===== src/rtl/core/fbsm_pkg.sv =====
// ----------------------------------------------------------------------------
// fbsm_pkg: shared types and constants
// Request codes, status codes and sizes of the flash block state manager.
// ----------------------------------------------------------------------------
package fbsm_pkg;

  localparam int NUM_BLOCKS_DEF        = 1024;
  localparam int SECTORS_PER_BLOCK_DEF = 256;
  localparam int SECTORS_PER_PAGE_DEF  = 4;
  localparam int NUM_ZONES_DEF         = 8;

  localparam logic [31:0] LSN_ABSENT = 32'hFFFF_FFFF;
  localparam logic [10:0] ZONE_MAX   = 11'd2047;

  localparam logic [10:0] BPZ_RESET     = 11'd128;
  localparam logic [9:0]  RESERVE_RESET = 10'd8;

  localparam logic [0:0] CFG_BPZ     = 1'b0;
  localparam logic [0:0] CFG_RESERVE = 1'b1;

  localparam logic [2:0] REQ_WRITE   = 3'd0;
  localparam logic [2:0] REQ_READ    = 3'd1;
  localparam logic [2:0] REQ_INVAL   = 3'd2;
  localparam logic [2:0] REQ_ERASE   = 3'd3;
  localparam logic [2:0] REQ_ALLOC_L = 3'd4;
  localparam logic [2:0] REQ_ALLOC_M = 3'd5;

  localparam logic [2:0] ST_OK       = 3'd0;
  localparam logic [2:0] ST_RANGE    = 3'd1;
  localparam logic [2:0] ST_CONFLICT = 3'd2;
  localparam logic [2:0] ST_RESERVE  = 3'd3;
  localparam logic [2:0] ST_NOFREE   = 3'd4;

  // Compare unit operation select
  typedef enum logic [1:0] {
    CMP_LESS,
    CMP_GE,
    CMP_EQ
  } cmp_op_t;

endpackage


===== src/rtl/core/fbsm_cmp.sv =====
// ----------------------------------------------------------------------------
// fbsm_cmp: shared 32-bit compare unit
// One comparator used for wear comparison and logical-number checks.
// ----------------------------------------------------------------------------
module fbsm_cmp (
  input  fbsm_pkg::cmp_op_t op,
  input  logic [31:0]       a,
  input  logic [31:0]       b,
  output logic              hit
);

  always_comb begin
    case (op)
      fbsm_pkg::CMP_LESS: hit = (a < b);
      fbsm_pkg::CMP_GE:   hit = (a >= b);
      fbsm_pkg::CMP_EQ:   hit = (a == b);
      default:            hit = 1'b0;
    endcase
  end

endmodule


===== config.mk =====
export PLATFORM = sky130hd
export DESIGN_NAME = fbsm_cmp
export DESIGN_NICKNAME = d
export VERILOG_FILES = /design/src/rtl/core/fbsm_pkg.sv /design/src/rtl/core/fbsm_cmp.sv
export SDC_FILE = /design/constraint.sdc
export NUM_CORES = 1
export LEC_CHECK = 0
export BUFFER_PORTS_ARGS = -buffer_cell sky130_fd_sc_hd__buf_4
export CORE_UTILIZATION = 35
export DETAILED_ROUTE_END_ITERATION = 8
export GPL_ROUTABILITY_DRIVEN = 0
export PLACE_DENSITY = 0.85
export SLEW_MARGIN = 20
export SYNTH_ARGS = -nofsm -noshare
export SYNTH_HDL_FRONTEND = slang
export SYNTH_SLANG_ARGS = --single-unit

===== constraint.sdc =====
create_clock -name vclk -period 2.8
set_clock_uncertainty 0.15 [all_clocks]
set_input_delay 0.56 -clock vclk [all_inputs]
set_output_delay 0.56 -clock vclk [all_outputs]
set_load 0.005 [all_outputs]

==> results.py, run 1 <==
metrics = {
    "route": {
        "detail_route.first_pass.iterations": 3,
        "vias_cell": 5.06,
        "detail_route.drc_violations": 0,
        "drt_iter0_drc": 4,
        "drt-wirelength-per-cell_um": 13.1,
        "wl_um": 2900,
        "drtAntennaViolNets": 0,
        "dr_total_vias": 1119,
    },
    "pwr": {
        "leakagePower_nw": 0.910,
        "peakVddDrop_mv": 0.107,
        "power_density_nw_per_um2": 144,
    },
    "worst_hold_path": {
        "min-delay-path-class": "in -> out",
    },
    "sta": {
        "finalCritPeriodShare_pct": 108,
        "setup_ws_ns": -0.235,
        "final-max-slew-violation-count": 0,
        "hold_viol": 0,
        "timing.max_slew.rel_slack_pct": 76.9,
        "rsz0062_at_grt": "yes",
        "min_tclk_post_route_ns": 3.03,
        "max_freq_ghz": 0.330,
        "total_of_endpoints_with_negative_setup_slack_in_the_final_report": 1,
        "worst-slew-pin-transition_ns": 0.346,
        "finalSetupTns_ns": -0.235,
    },
    "die": {
        "core_region_area_um2": 2280,
        "die-height_um": 51.9,
        "fp.dieW_um": 51.9,
        "num_io_pins": 67,
        "fp.dieArea_um2": 2700,
        "initial_cell_density_of_the_core_pct": 38.3,
        "row_count": 17,
    },
    "placement": {
        "post-dp-hpwl_um": 2260,
        "place_ws_ns": -0.350,
        "numPortBuffers": 67,
    },
    "critical_path": {
        "worst_path_dominant_cell_family": "compound AO/OA/AOI/OAI gates",
        "required_ns": 2.09,
        "cp_data_arrival_time_ns": 2.32,
        "critical_path_launch_point_type": "input pin",
        "critical_path.cell_chain": "buf_4, inv_2, ha_4, nand4_4, nor4_4, a21bo_2, a41oi_2, and3b_1, o31ai_4, buf_4",
        "critical_path_buf_inv_count": 3,
        "cpMostUsedCell": "sky130_fd_sc_hd__buf_4",
        "critical_path.endpoint_type": "output pin",
        "setup.worst_path.class": "in -> out",
        "slowest_cell_on_the_critical_path": "sky130_fd_sc_hd__a21bo_2",
        "worstPathMaxFanout": 2,
        "critical-path-max-stage-delay_ns": 0.28,
    },
    "global_routing": {
        "pin_count_of_the_biggest_net_entering_global_routing": 4,
        "vias_in_the_first_global_route": 1128,
        "all_layer_gr_usage_pct": 19.4,
        "antenna_violations_before_repair": 0,
        "globalRoute.totalOverflow": 0,
        "grt_pass1_wl_um": 4130,
    },
    "finish": {
        "nFlopsAndLatches": 0,
        "syn_to_final_growth_pct": 102,
        "sequential_cell_area_um2": 0,
        "postLayoutCoreUtil_pct": 77.2,
        "nNetsFinal": 293,
        "insertedDiodeCount": 0,
        "drive_above_1_share_pct": 59.1,
        "n_clock_buffer": 0,
    },
    "outcome": {
        "violations": "negative setup slack",
        "run_status": "finished, violations left",
    },
    "logic_synthesis": {
        "yosys.cell_types.count": 26,
        "mappedNetlistNets": 216,
        "yosys_warnings": 0,
        "synth_top_cells_by_area": "sky130_fd_sc_hd__ha_1 46%, sky130_fd_sc_hd__inv_1 14%, sky130_fd_sc_hd__a21oi_1 6.3%",
        "synth.largest_area_cell": "sky130_fd_sc_hd__ha_1",
        "ys_top_cells_by_count": "33 x sky130_fd_sc_hd__inv_1, 32 x sky130_fd_sc_hd__ha_1, 11 x sky130_fd_sc_hd__a21oi_1, 8 x sky130_fd_sc_hd__nand2_1",
        "synth_largest_type_area_fraction_pct": 45.9,
        "post_synth_instance_area_um2": 872,
        "synth-seq-area-share_pct": 0,
        "postSynthCellCount": 118,
        "synthMostInstantiatedCell": "sky130_fd_sc_hd__inv_1",
        "avgSynthCellArea_um2": 7.39,
    },
    "job": {
        "drv_cap": 0,
    },
    "clock_tree": {
        "cts.hold.buffers_added": 0,
    },
}
logic make-up after synthesis:
logic type               after synthesis  share of synthesized area (%)
buffers and inverters                 33                           14.2
adder cells (fa/ha/maj)               32                           45.9
AND/OR/NAND/NOR                       28                           20.1
AO/OA/AOI/OAI                         25                           19.8
final timing paths:
check	from	endpoint	slack [ns]	depth (start not counted)
hold / removal	op[1]	hit	1.26	3
setup / recovery	b[14]	hit	-0.23	10
per-layer routing:
layer | GRT usage [%] | up-vias | share of wire, %
met2 | 43.6 | 47 | 58
met3 | 1.17 | 0 | 6.0
met5 | 0 | - | 0
met1 | 19.4 | 510 | 36
met4 | 0 | 0 | 0
li1 | - | 562 | -
area by class of cell:
| cell class | instances | area, um2 |
|---|---|---|
| timing repair buffer | 75 | 593 |
| multi-input combinational | 85 | 1000 |
| inverter | 33 | 126 |
| tap | 28 | 35.0 |
| fill | 160 | 518 |
what timing repair did:
action | 4_1_cts | 5_1_grt
endpoints found under the setup margin | 1 | 1
endpoints found under the hold margin | 0 | 0
resized for setup | 18 | 29
buffers inserted | 1 | 1
pin swaps | 11 | 16
gates cloned | 0 | 0
metrics by stage:
step | hold slack (ns) | instances | power [mW] | cell area, um2
after floorplan | 1.02 | 118 | 0.0845 | 872
after detailed placement | 1.26 | 219 | 0.192 | 1460
after global routing | 1.27 | 221 | 0.280 | 1760
after global placement | 1.25 | 219 | 0.181 | 1460
final | 1.26 | 221 | 0.253 | 1760
after CTS | 1.25 | 220 | 0.209 | 1570
layout by cell type (no fill, tap or decap), drive strengths merged:
cell type	count
buf	75
o21bai	1
nor4	2
ha	32
a221oi	2
nand3	3
o21ai	4
a21oi	11
a221o	1
nand4	6
inv	33
a21o	1
and3	1
a41oi	1
or4	1
a21bo	1
nand2b	1
and3b	1
and2	2
nor2	2
a21boi	1
nor2b	1
a31o	1
nand2	8
o31ai	1
report_power, final:
group | leakage (nW) | total (mW) | internal, mW | switching, mW
combinational | 0.910 | 0.253 | 0.149 | 0.105
sequential | 0 | 0 | 0 | 0
clock | 0 | 0 | 0 | 0
total | 0.910 | 0.253 | 0.149 | 0.105
Power figures use the tool's default switching activity.
==> run 2, diff against run 1 <==
--- a/config.mk
+++ b/config.mk
@@ -6,6 +6,7 @@
 export NUM_CORES = 1
 export LEC_CHECK = 0
 export BUFFER_PORTS_ARGS = -buffer_cell sky130_fd_sc_hd__buf_4
+export CORE_ASPECT_RATIO = 0.8
 export CORE_UTILIZATION = 35
 export DETAILED_ROUTE_END_ITERATION = 8
 export GPL_ROUTABILITY_DRIVEN = 0
==> results.py, run 2 (same netlist as run 1, synthesis figures left out) <==
metrics = {
    "finish": {
        "sequential_cell_area_um2": 0,
        "mostFrequentLayoutCell": "sky130_fd_sc_hd__buf_4",
        "nFlopsAndLatches": 0,
        "final_area_um2": 1580,
        "insertedDiodeCount": 0,
        "most_frequent_cells_in_the_layout": "67 x sky130_fd_sc_hd__buf_4, 29 x sky130_fd_sc_hd__inv_1, 25 x sky130_fd_sc_hd__ha_1",
        "n_clock_buffer": 0,
        "drive_above_1_share_pct": 48.7,
        "nNetsFinal": 291,
        "syn_to_final_growth_pct": 80.9,
    },
    "sta": {
        "setup_ws_ns": -0.278,
        "timing.max_slew.rel_slack_pct": 70.9,
        "worst-slew-pin-transition_ns": 0.436,
        "hold_viol": 0,
        "total_of_endpoints_with_negative_setup_slack_in_the_final_report": 1,
        "max_freq_ghz": 0.325,
        "min_tclk_post_route_ns": 3.08,
        "final-max-slew-violation-count": 0,
        "finalCritPeriodShare_pct": 110,
        "rsz0062_at_grt": "yes",
    },
    "route": {
        "detail_route.drc_violations": 5,
        "detail_route.first_pass.iterations": 6,
        "dr_total_vias": 1072,
        "drt-wirelength-per-cell_um": 11.1,
        "drtAntennaViolNets": 0,
        "vias_cell": 4.96,
        "wl_um": 2400,
        "drt_iter0_drc": 25,
    },
    "critical_path": {
        "setup.worst_path.class": "in -> out",
        "worstPathMaxFanout": 3,
        "critical-path-max-stage-delay_ns": 0.56,
        "critical_path.cell_chain": "buf_6, ha_4, nand4_1, nor4_4, nand4_1, or4_1, o31ai_2, buf_4",
        "required_ns": 2.09,
        "cpMostUsedCell": "sky130_fd_sc_hd__nand4_1",
        "slowest_cell_on_the_critical_path": "sky130_fd_sc_hd__or4_1",
        "critical_path_buf_inv_count": 2,
        "worst_path_dominant_cell_family": "simple AND/OR/NAND/NOR gates",
        "cp_data_arrival_time_ns": 2.37,
        "critical_path_launch_point_type": "input pin",
        "critical_path.endpoint_type": "output pin",
    },
    "global_routing": {
        "grt_pass1_wl_um": 3720,
        "globalRoute.totalOverflow": 0,
        "pin_count_of_the_biggest_net_entering_global_routing": 4,
        "antenna_violations_before_repair": 0,
        "grtUsageMet3_pct": 0.281,
        "vias_in_the_first_global_route": 1048,
        "top_usage_layer": "met2",
        "met1_track_demand_over_resource_in_global_routing_pct": 16.9,
        "all_layer_gr_usage_pct": 17.1,
        "global_route.usage.met2_pct": 41.4,
    },
    "placement": {
        "post-dp-hpwl_um": 2120,
        "numPortBuffers": 67,
        "dpl-instance-area_um2": 1440,
    },
    "die": {
        "core_region_area_um2": 2250,
        "initial_cell_density_of_the_core_pct": 38.7,
        "fp.dieW_um": 57.8,
        "die-height_um": 46.6,
        "num_io_pins": 67,
        "row_count": 15,
        "fp.dieArea_um2": 2700,
    },
    "pwr": {
        "leakagePower_nw": 0.895,
        "power_density_nw_per_um2": 132,
        "peakVddDrop_mv": 0.0675,
        "overall_power_consumption_mw": 0.209,
    },
    "worst_hold_path": {
        "min-delay-path-class": "in -> out",
    },
    "clock_tree": {
        "cts.hold.buffers_added": 0,
    },
    "job": {
        "drv_cap": 0,
    },
    "outcome": {
        "run_status": "finished, violations left",
        "violations": "design-rule violations, negative setup slack",
    },
}
run 2: cell types whose count changed in the layout (fill, tap and decap cells not counted), moves of 2 or more:
cell	change
sky130_fd_sc_hd__nand4_2	+2
sky130_fd_sc_hd__ha_1	+7
sky130_fd_sc_hd__inv_1	+7
sky130_fd_sc_hd__nand4_4	-2
sky130_fd_sc_hd__buf_6	-2
sky130_fd_sc_hd__inv_2	-8
sky130_fd_sc_hd__ha_4	-7
run 2: cell type report:
| cell class | instances | area, um2 |
|---|---|---|
| Timing Repair Buffer | 73 | 571 |
| Inverter | 33 | 129 |
| Multi-Input combinational cell | 85 | 847 |
| Fill cell | 184 | 674 |
| Tap cell | 25 | 31.3 |
run 2: path summary, 6_finish.rpt:
kind / startpoint / end / cells past startpoint
min: op[1] / hit / 3
max: a[26] / hit / 8
run 2: power breakdown:
group          switching, mW  leakage, nW  internal [mW]
sequential                 0            0              0
combinational         0.0833        0.895          0.125
clock                      0            0              0
total                 0.0833        0.895          0.125
run 2: stage by stage:
stage | utilization (%) | setup slack (ns) | hold WS [ns] | instances | setup TNS [ns]
2_1_floorplan | - | 0.0245 | 1.02 | 118 | 0
3_3_place_gp | 63.8 | -0.283 | 1.24 | 214 | -0.283
3_5_place_dp | 63.8 | -0.312 | 1.24 | 214 | -0.312
4_1_cts | 69.1 | -0.250 | 1.24 | 216 | -0.250
5_1_grt | 70.1 | -0.365 | 1.26 | 216 | -0.365
6_report | 70.1 | -0.278 | 1.24 | 216 | -0.278
run 2: what timing repair did:
action / CTS / global route
pin swaps: 10 / 1
setup buffers: 2 / 0
endpoints found under the hold margin: 0 / 0
gates resized for setup: 19 / 2
setup endpoints to repair: 1 / 1
run 2: layer usage:
metal	vias to the layer above	wire (um)
li1	560	-
met1	471	882
met2	41	1350
met3	0	166
met4	0	0
met5	-	0
==> run 3, diff against run 2 <==
--- a/config.mk
+++ b/config.mk
@@ -7,10 +7,10 @@
 export LEC_CHECK = 0
 export BUFFER_PORTS_ARGS = -buffer_cell sky130_fd_sc_hd__buf_4
 export CORE_ASPECT_RATIO = 0.8
-export CORE_UTILIZATION = 35
+export CORE_UTILIZATION = 38
 export DETAILED_ROUTE_END_ITERATION = 8
 export GPL_ROUTABILITY_DRIVEN = 0
-export PLACE_DENSITY = 0.85
+export PLACE_DENSITY = 0.9
 export SLEW_MARGIN = 20
 export SYNTH_ARGS = -nofsm -noshare
 export SYNTH_HDL_FRONTEND = slang
==> results.py, run 3 (same netlist as run 1, synthesis figures left out) <==
metrics = {
    "die": {
        "core_region_area_um2": 2160,
        "initial_cell_density_of_the_core_pct": 40.4,
        "row_count": 15,
        "fp.dieArea_um2": 2490,
        "fp.dieW_um": 55.6,
        "num_io_pins": 67,
        "die-height_um": 44.9,
    },
    "placement": {
        "numPortBuffers": 67,
        "post-dp-hpwl_um": 2110,
        "place_ws_ns": -0.306,
        "dpl-instance-area_um2": 1440,
    },
    "sta": {
        "min_tclk_post_route_ns": 3.02,
        "setup_ws_ns": -0.222,
        "total_of_endpoints_with_negative_setup_slack_in_the_final_report": 1,
        "final-max-slew-violation-count": 0,
        "rsz0062_at_grt": "yes",
        "timing.max_slew.rel_slack_pct": 80.6,
        "finalCritPeriodShare_pct": 108,
        "hold_viol": 0,
        "max_freq_ghz": 0.331,
        "worst_hold_slack_ns": 1.24,
        "worst-slew-pin-transition_ns": 0.291,
    },
    "job": {
        "drv_cap": 0,
    },
    "route": {
        "dr_total_vias": 1142,
        "drtAntennaViolNets": 0,
        "detail_route.first_pass.iterations": 4,
        "wl_um": 2750,
        "drt-wirelength-per-cell_um": 12.7,
        "detail_route.drc_violations": 0,
        "drt_iter0_drc": 20,
        "vias_cell": 5.26,
    },
    "outcome": {
        "violations": "negative setup slack",
        "run_status": "finished, violations left",
    },
    "critical_path": {
        "cp-startpoint": "b[30]",
        "cpMostUsedCell": "sky130_fd_sc_hd__buf_4",
        "setup.worst_path.class": "in -> out",
        "critical_path.endpoint_type": "output pin",
        "cp_data_arrival_time_ns": 2.31,
        "required_ns": 2.09,
        "critical_path.cell_chain": "buf_4, inv_1, ha_4, nand4_4, nor4_4, nand4_1, or4_4, o31ai_2, buf_4",
        "critical-path-max-stage-delay_ns": 0.52,
        "critical_path_launch_point_type": "input pin",
        "slowest_cell_on_the_critical_path": "sky130_fd_sc_hd__or4_4",
        "worstPathMaxFanout": 3,
    },
    "finish": {
        "insertedDiodeCount": 0,
        "postLayoutCoreUtil_pct": 79.0,
        "mostFrequentLayoutCell": "sky130_fd_sc_hd__buf_4",
        "nNetsFinal": 292,
        "final_area_um2": 1700,
        "sequential_cell_area_um2": 0,
        "drive_above_1_share_pct": 53.6,
        "syn_to_final_growth_pct": 95.4,
        "nFlopsAndLatches": 0,
        "most_frequent_cells_in_the_layout": "68 x sky130_fd_sc_hd__buf_4, 28 x sky130_fd_sc_hd__inv_1, 18 x sky130_fd_sc_hd__ha_1",
        "n_clock_buffer": 0,
    },
    "pwr": {
        "overall_power_consumption_mw": 0.240,
        "leakagePower_nw": 0.907,
        "power_density_nw_per_um2": 141,
        "peakVddDrop_mv": 0.104,
    },
    "global_routing": {
        "all_layer_gr_usage_pct": 19.7,
        "grt_pass1_wl_um": 4150,
        "pin_count_of_the_biggest_net_entering_global_routing": 4,
        "vias_in_the_first_global_route": 1130,
        "globalRoute.totalOverflow": 0,
        "antenna_violations_before_repair": 0,
    },
    "worst_hold_path": {
        "min-delay-path-class": "in -> out",
        "hold_path.startpoint": "op[1]",
    },
}
-- run 3: changes by cell type in the layout (fill, tap and decap cells not counted), sizes merged --
cell / previous run / this run
buf: 73 / 74
-- run 3: cell type report --
| cell class | instances | area, um2 |
|---|---|---|
| fillers | 152 | 454 |
| inverters | 33 | 126 |
| multi-input cells | 85 | 968 |
| well taps | 25 | 31.3 |
| repair buffers | 74 | 578 |
-- run 3: path summary, 6_finish.rpt --
kind	slack (ns)	to	cells past startpoint
setup / recovery	-0.22	hit	9
hold / removal	1.24	hit	3
-- run 3: worst max-delay path: cells and delay by family --
family	cells	cell delay, ns
buf+inv	3	0.27
fa+ha+maj	1	0.28
compound gates	1	0.07
simple gates	4	1.13
-- run 3: where the power goes --
part,switching (mW),internal [mW],leakage (nW)
Clock,0,0,0
Combinational,0.0985,0.141,0.907
Sequential,0,0,0
-- run 3: stage by stage --
step                setup TNS (ns)  cells
floorplan                        0    118
global placement            -0.251    215
detailed placement          -0.306    215
CTS                         -0.254    216
global route                -0.330    217
finish                      -0.222    217
-- run 3: routing by layer --
layer	up-vias	GRT usage, %	share of wire (%)
met1	530	18.1	33
met5	-	0	0
li1	564	-	-
met4	0	0.500	1.2
met3	4	2.29	5.7
met2	44	48.2	60
-- run 3: what timing repair did --
| item | CTS | global route |
|---|---|---|
| setup buffers | 1 | 1 |
| pin swaps | 10 | 5 |
| resized for setup | 17 | 15 |
| setup endpoints to repair | 1 | 1 |
| hold buffers | 0 | 0 |
